[config.mk]
export PLATFORM = sky130hd
export DESIGN_NAME = tidt_slot_ram
export DESIGN_NICKNAME = d
export VERILOG_FILES = /design/src/hw/rtl/tidt_slot_ram.sv
export SDC_FILE = /design/constraint.sdc
export NUM_CORES = 1
export LEC_CHECK = 0
export ABC_AREA = 1
export ABC_CLOCK_PERIOD_IN_PS = 2400
export BUFFER_PORTS_ARGS = -buffer_cell sky130_fd_sc_hd__buf_2
export CAP_MARGIN = 20
export CORE_UTILIZATION = 45
export CTS_CLUSTER_DIAMETER = 50
export CTS_CLUSTER_SIZE = 16
export DETAILED_ROUTE_END_ITERATION = 8
export MAX_ROUTING_LAYER = met4
export PLACE_DENSITY = 0.57
export SLEW_MARGIN = 20
export SYNTH_ARGS = -nofsm -noshare
export SYNTH_HDL_FRONTEND = slang
export SYNTH_SLANG_ARGS = --single-unit
[constraint.sdc]
create_clock -name clk -period 2.4 [get_ports clk]
set_input_delay 0.24 -clock clk [delete_from_list [all_inputs] [get_ports clk]]
set_output_delay 0.24 -clock clk [all_outputs]
set_load 0.05 [all_outputs]
[src/hw/rtl/tidt_slot_ram.sv]
// ----------------------------------------------------------------------------
// tidt_slot_ram: simple dual-port table memory
// One write port and one read port with registered read data.
// ----------------------------------------------------------------------------
`default_nettype none

module tidt_slot_ram #(
    parameter int DEPTH = 64,
    parameter int WIDTH = 8,
    localparam int AW   = $clog2(DEPTH)
) (
    input  wire logic             clk,
    input  wire logic             wr_en,
    input  wire logic [AW-1:0]    wr_addr,
    input  wire logic [WIDTH-1:0] wr_data,
    input  wire logic             rd_en,
    input  wire logic [AW-1:0]    rd_addr,
    output logic      [WIDTH-1:0] rd_data
);

    logic [WIDTH-1:0] mem [DEPTH];

    // Write port.
    always_ff @(posedge clk)
    begin
        if (wr_en)
        begin
            mem[wr_addr] <= wr_data;
        end
    end

    // Registered read port.
    always_ff @(posedge clk)
    begin
        if (rd_en)
        begin
            rd_data <= mem[rd_addr];
        end
    end

endmodule

`default_nettype wire

# --- After elaboration in Yosys (flattened, before gate mapping) ---
# Memory sizes are Yosys's and may differ from the RTL's. A register that Yosys moved wholly into a read port is not among the register bits.
# Cells that the tools add are included.
word_totals:
  regBits: 0
  wordCells: 3
  out_inout_bits: 8
  mem_count: 1
  ramBits: 512
  input_bits: 23
op_classes:
  muxes: 2
mem_list:
  columns: ["name", "words", "width", "rd", "rd_clocked_by_memory_dff", "wr", "line", "source"]
  rows:
  - ["mem", 64, 8, 1, 1, 1, "21", "logic [WIDTH-1:0] mem [DEPTH];"]
op_table:
  columns: ["operator", "count"]
  rows:
  - ["2-to-1 mux 1 bit", 2]

# --- Longest topological paths before layout ---
# Gate-level depths: netlist of run 1.
depth:
  depth_word: 2
  depth_mapped: 12
  mapped_depth_nobuf: 9

# --- Worst setup path before layout of run 1 ---
# OpenSTA, ideal clock, no wires.
synth_path:
  path_type: "input -> register"
  startpoint: "input wr_en"
  endpoint: "memory mem[48][0] (enable)"
  stages: 3
  path_buffers: 1
  setup_slack_ns: 0.394
  setup_time_ns: 0.395
  arrival_time_ns: 1.611
  cell_sequence: "clkbuf_1 > nand4_1 > nor4_1"
synth_between:
  elab_chain_cells: 2
synth_lines:
  columns: ["element", "line", "source"]
  rows:
  - ["start, declared", "13", "input wire logic wr_en,"]
  - ["2-to-1 mux 1 bit", "26", "if (wr_en)"]
  - ["2-to-1 mux 1 bit (implied by the code)", "28", "mem[wr_addr] <= wr_data;"]
  - ["end, declared", "21", null]
# No other way between the ends.

# --- Final worst setup path of run 1 ---
layout_path:
  startpoint: "register rd_data[5] (read register of mem)"
  endpoint: "output rd_data[5]"
layout_lines:
  columns: ["element", "line", "source"]
  rows:
  - ["start, declared", "18", "output logic [WIDTH-1:0] rd_data"]
# No word-level cell between the ends.

==> results of run 1 <==
-- metal layers --
metal,share of wire,track usage,wire (µm)
met1,0.44,0.351,25100
met3,0.083,0.0498,4720
met4,0.032,0.0857,1800
met5,0,-,0
met2,0.44,0.355,25100
-- kinds of logic (layout without fill, tap and decap cells) --
group                  count (synthesis)  after routing
other                                  0              3
DFF                                  520            520
and+or+nand+nor                     1160           1160
buffers and inverters                125            241
-- layout by cell type, fill, tap and decap left out --
master and n:
inv_6 7, buf_4 95, clkbuf_16 49, buf_12 19
nand2_1 648, edfxtp_1 520, bufinv_16 6, nor2_1 56
clkinv_1 1, clkinv_2 2, diode_2 3, clkbuf_8 1
nor4_1 8, inv_4 1, buf_2 28, clkinv_4 6
clkbuf_1 7, nand3_1 439, dlygate4sd3_1 1, inv_2 2
inv_8 2, clkinv_8 2, inv_1 8, clkinvlp_4 4
nand4_1 9
-- where the power goes --
part	switching (µW)	leakage (µW)	total (µW)	internal, µW
logic	945	0.00337	1280	331
clock network	3540	0.000785	8010	4470
registers	34.6	0.00469	10100	10100
total	4520	0.00884	19400	14900
-- per-stage QoR --
step	utilization	setup slack, ps	power [µW]	hold slack [ps]	std cells
after floorplan	-	394	11000	339	1805
after global placement	0.484	360	11600	620	2442
after detailed placement	0.484	346	11600	628	2442
after CTS	0.519	713	19500	65.4	2528
after global routing	0.519	678	19900	101	2530
final	0.519	743	19400	90.8	2531
-- state kept, by name, summed over array words and instances, names as in the netlist --
register / flops
mem: 512
rd_data: 8
-- area by class of cell --
class	count	area, µm²
clock buffers	56	1250
fillers	4089	22500
flip-flops and latches	520	15600
well taps	607	759
diodes	3	7.51
inverters	12	52.6
multi-input cells	1160	4950
repair buffers	144	1260
clock inverters	29	384
-- final timing paths --
| check | slack [ps] | startpoint | to | cells after the start |
|---|---|---|---|---|
| min | 90 | rd_addr[5] | rd_data[1] | 3 |
| min reg2reg | 910 | mem[10][7] | rd_data[7] | 8 |
| max | 740 | rd_data[5] | rd_data[5] | 1 |
| max reg2reg | 920 | mem[27][0] | rd_data[0] | 8 |
-- synthesized netlist by cell type (all sizes together) --
library cell | instances | share of area
nand3 | 439 | 0.10
inv | 12 | 0.0023
nor4 | 8 | 0.0023
buf | 98 | 0.035
edfxtp | 520 | 0.73
nand2 | 648 | 0.11
nand4 | 9 | 0.0026
clkbuf | 15 | 0.0026
nor2 | 56 | 0.0098
==> metrics, run 1 <==
maximum number of pins on one net before global-route repair 77; Avg WL per Cell 22.4 µm; crit path cell chain buf_2; DR pass1 iterations 8; FP Rows 79; CTS tree done; Initial Util 0.458; core box area between 40,000 and 50,000 µm²; Post-Synth Adder-Cell Area 0; warnings from Yosys 0; Vert. Die Dim 220 µm; layout cell share with drive strength beyond 1 0.117; DIE AREA ~48,000 µm²; 1st-iter DRT viols ~1,400; CTS max path bufs 3; library cells used by synthesis 15; Syn Area/Cell 11.9 µm²; H-tree depth 2; Inserted Clock Buffers 48; TNS Setup 0 ps; fin area about 24,000 µm²; clock transition at the registers of the reported paths 70 ps; Synth Instances 1,805; setup violators final 0; dpl hpwl 33,600 µm; fin. max-slew vios 0; slew at the pin with the worst max-slew slack 653 ps; initial antenna violation count 3; Leak Pwr 0.00884 µW; final-report hold violation count 0; Slowest-stage cell, CP edfxtp_1; unrepaired setup endpoints after global routing false; total number of vias 14,000; critical path launch point type register; # IOs 31; crit end category output pin; Crit path largest cell delay about 490 ps; Worst Path Arrival 1420 ps; Max VDD drop between 400 and 500 µV; GRT Total Usage 0.247; post-synthesis mux area share 0; hold-fix buffer count after cts 1; mapped cell area 21,400 µm²; fin crit share 0.690; gpl congestion 0.936; f_max 604 MHz; total global routing overflow 0; vias per cell ~5.5; Syn-to-layout area delta 13.3%; MaxCap Viol Count 0; crit-path max FO 1; worst min path class input port to register; clock sinks 520; simple-gate area share of the yosys netlist 0.231; clk root buf clkbuf_16; Seq/Total Area, Yosys 0.729; first-pass GRT wire length 85,200 µm; Final nets 1,909; WL final 56,700 µm; critical path data required time about 2200 ps; power density over the cells 799 nW/µm²; largest family of logic cells by synthesized area simple AND/OR/NAND/NOR gates; Setup Buffers After CTS 0; Post-Syn Nets 1,828; status complete, but fails checks; quantity of gates resized following cts 0; Max-slew headroom 0.564; die width 220 µm; # DRC 4; Worst Path Class, Setup register to output pin; failing checks design-rule violations; number of port buffers 30; post-placement cell area 22,600 µm²; clock latency on the worst-skew pair 600 ps; WP buf/inv 1; vias in the first global route 13,500; minimum clock period around 1700 ps; FF+latch count, synth 520; Post-Route Skew 21.8 ps; Post-Synth XOR/XNOR Area 0; compound-cell area share of the yosys netlist 0; Routed Antenna Nets 0; largest delay contributor family on the critical path flip-flops
Power figures use the tool's default switching activity.
==> run 2: changes to the inputs <==
--- a/config.mk
+++ b/config.mk
@@ -6,7 +6,7 @@
 export NUM_CORES = 1
 export LEC_CHECK = 0
 export ABC_AREA = 1
-export ABC_CLOCK_PERIOD_IN_PS = 2400
+export ABC_CLOCK_PERIOD_IN_PS = 1500
 export BUFFER_PORTS_ARGS = -buffer_cell sky130_fd_sc_hd__buf_2
 export CAP_MARGIN = 20
 export CORE_UTILIZATION = 45
@@ -14,7 +14,7 @@
 export CTS_CLUSTER_SIZE = 16
 export DETAILED_ROUTE_END_ITERATION = 8
 export MAX_ROUTING_LAYER = met4
-export PLACE_DENSITY = 0.57
+export PLACE_DENSITY = 0.59
 export SLEW_MARGIN = 20
 export SYNTH_ARGS = -nofsm -noshare
 export SYNTH_HDL_FRONTEND = slang
==> constraint.sdc (replaced) <==
create_clock -name clk -period 1.5 [get_ports clk]
set_input_delay 0.15 -clock clk [delete_from_list [all_inputs] [get_ports clk]]
set_output_delay 0.15 -clock clk [all_outputs]
set_load 0.05 [all_outputs]
==> run 2 against run 1 <==
  * The run still ends with design-rule violations left
  * Hold slack worse by 54 ps
  * Sequential power up 60%
  * Flip-flop and latch count unchanged
  * Clock-buffer cell count down 2
  * Combinational power up 75%
==> metrics, run 2 (synthesis results as in run 1) <==
top flop regs mem (512), rd_data (8) (unchanged); vias per cell 5.48 (was 5.53); die width 220 µm (unchanged); wire length on met3 3720 µm (was 4720 µm); r2r setup slk 90 ps (was 920 ps); Met1 Routed Length 24,900 µm (was 25,100 µm); Crit path largest cell delay 500 ps (was 490 ps); critical path launch point type register (unchanged); crit end category output pin (unchanged); # IOs 31 (unchanged); unrepaired setup endpoints after global routing false (unchanged); Reg2Reg Capture Point rd_data[2] (was rd_data[0]); crit-path max FO 1 (unchanged); RR Startpoint mem[17][2] (was mem[27][0]); total number of vias 14,000 (about the same); Final nets 1,940 (was 1,909); Hold Startpoint rd_addr[5] (unchanged); Post-Route Skew 24.7 ps (was 21.8 ps); Initial Util 0.458 (unchanged); power density over the cells 1250 nW/µm² (was 799 nW/µm²); Setup WS post-layout 8.28 ps (was 743 ps); critical path data required time 1350 ps (was 2160 ps); Syn-to-layout area delta 16.6% (was 13.3%); Hold Path Depth 3 (unchanged); core box area 46,800 µm² (unchanged); Worst Path Class, Setup register to output pin (unchanged); worst min path class input port to register (unchanged); total global routing overflow 0 (unchanged); FP Rows 79 (unchanged); largest delay contributor family on the critical path flip-flops (unchanged); layout cell share with drive strength beyond 1 0.151 (was 0.117); Avg WL per Cell 22.1 µm (was 22.4 µm); 1st-iter DRT viols 1,462 (was 1,391); maximum number of pins on one net before global-route repair 65 (was 77); Vert. Die Dim 220 µm (unchanged); uppermost layer routed met4 (unchanged); Worst Path Arrival 1340 ps (was 1420 ps); setup violators final 0 (unchanged); WP buf/inv 1 (unchanged); first-pass GRT wire length 84,700 µm (was 85,200 µm); WL final 56,400 µm (was 56,700 µm); Slowest-stage cell, CP edfxtp_1 (unchanged); MaxCap Viol Count 0 (unchanged); minimum clock period 1490 ps; # DRC 2 (was 4); fin. max-slew vios 0 (unchanged); DIE AREA 48,500 µm² (unchanged); number of port buffers 30 (unchanged); worst slack, placed -338 ps (was 346 ps); DR pass1 iterations 7 (was 8); largest register by flop count mem (unchanged); Max VDD drop 856 µV (was 499 µV); clock sinks 520 (unchanged); H-tree depth 2 (unchanged); GRT Total Usage 0.247 (about the same); Setup Buffers After CTS 0 (unchanged); Min Hold Slack 37.0 ps (was 90.8 ps); most frequent cells in the layout nand2_1 (647), edfxtp_1 (520), nand3_1 (437), buf_4 (105), clkbuf_16 (49) (was nand2_1 (648), edfxtp_1 (520), nand3_1 (439), buf_4 (95), nor2_1 (56)); final-report hold violation count 0 (unchanged); Hold Path End rd_data[1] (unchanged); f_max 670 MHz; WL met2 26,200 µm (was 25,100 µm); dpl hpwl 33,900 µm (was 33,600 µm); overall power 31,100 µW (was 19,400 µW); Max-slew headroom 0.648 (was 0.564); clock latency on the worst-skew pair 600 ps (about the same); Largest register FFs 512 (unchanged); gpl congestion 0.891 (was 0.936); CTS max path bufs 3 (unchanged); vias in the first global route 13,500 (about the same); clk root buf clkbuf_16 (unchanged); Routed Antenna Nets 0 (unchanged); fin crit share 0.994; CTS tree done (unchanged); initial antenna violation count 1 (was 3); status complete, but fails checks (unchanged); leading cell type in the layout, fill and taps excluded nand2_1 (unchanged); failing checks design-rule violations (unchanged); final core utilization 0.534 (was 0.519); crit path cell chain buf_4 (was buf_2); Leak Pwr 0.00906 µW (was 0.00884 µW); Inserted Clock Buffers 48 (unchanged); clock transition at the registers of the reported paths 70 ps (about the same); worst-case reg-to-reg path depth 8 (unchanged); slew at the pin with the worst max-slew slack 527 ps (was 653 ps)
-- run 2: repair_timing --
action	in CTS	in global routing
resized for setup	7	4
hold buffers	2	0
cloned	0	0
hold endpoints to repair	18	0
setup endpoints to repair	5	4
-- run 2: worst min-delay path, stage by stage --
cell	delay [ps]
buf_2	220
nand3_1	110
nand2_1	60
-- run 2: worst max-delay path by stage --
| stage | from | to | cells after the start |
|---|---|---|---|
| floorplan | wr_en | mem[48][0] | 3 |
| global placement | rd_addr[0] | rd_data[0] | 11 |
| detailed placement | rd_addr[0] | rd_data[0] | 11 |
| CTS | rd_data[5] | rd_data[5] | 1 |
| global route | rd_data[4] | rd_data[4] | 1 |
| finish | rd_data[7] | rd_data[7] | 1 |
-- run 2: cell type report --
class / instances / area (µm²)
Fill cell: 3956 / 21800
Clock inverter: 29 / 374
Tap cell: 607 / 759
Timing Repair Buffer: 175 / 1790
Sequential cell: 520 / 15600
Antenna cell: 1 / 2.50
Inverter: 12 / 63.8
Multi-Input combinational cell: 1160 / 5120
Clock buffer: 54 / 1240
-- run 2: per-layer routing --
metal | track usage | up-vias
met3 | 0.0421 | 97
met4 | 0.0830 | 0
met1 | 0.342 | 6889
met2 | 0.371 | 449
li1 | - | 6582
met5 | - | -
-- run 2: report_power, final --
group	internal (µW)	switching [µW]
sequential	16100	53.1
clock	7120	5630
combinational	678	1570
-- run 2: per-stage QoR --
| stage | instances | instance area [µm²] | TNS [ps] |
|---|---|---|---|
| after CTS | 2557 | 25000 | 0 |
| after floorplan | 1805 | 21600 | -31860 |
| final | 2558 | 25000 | 0 |
| after detailed placement | 2472 | 23300 | -6500 |
| after global placement | 2472 | 23300 | -4800 |
| after global routing | 2558 | 25000 | 0 |
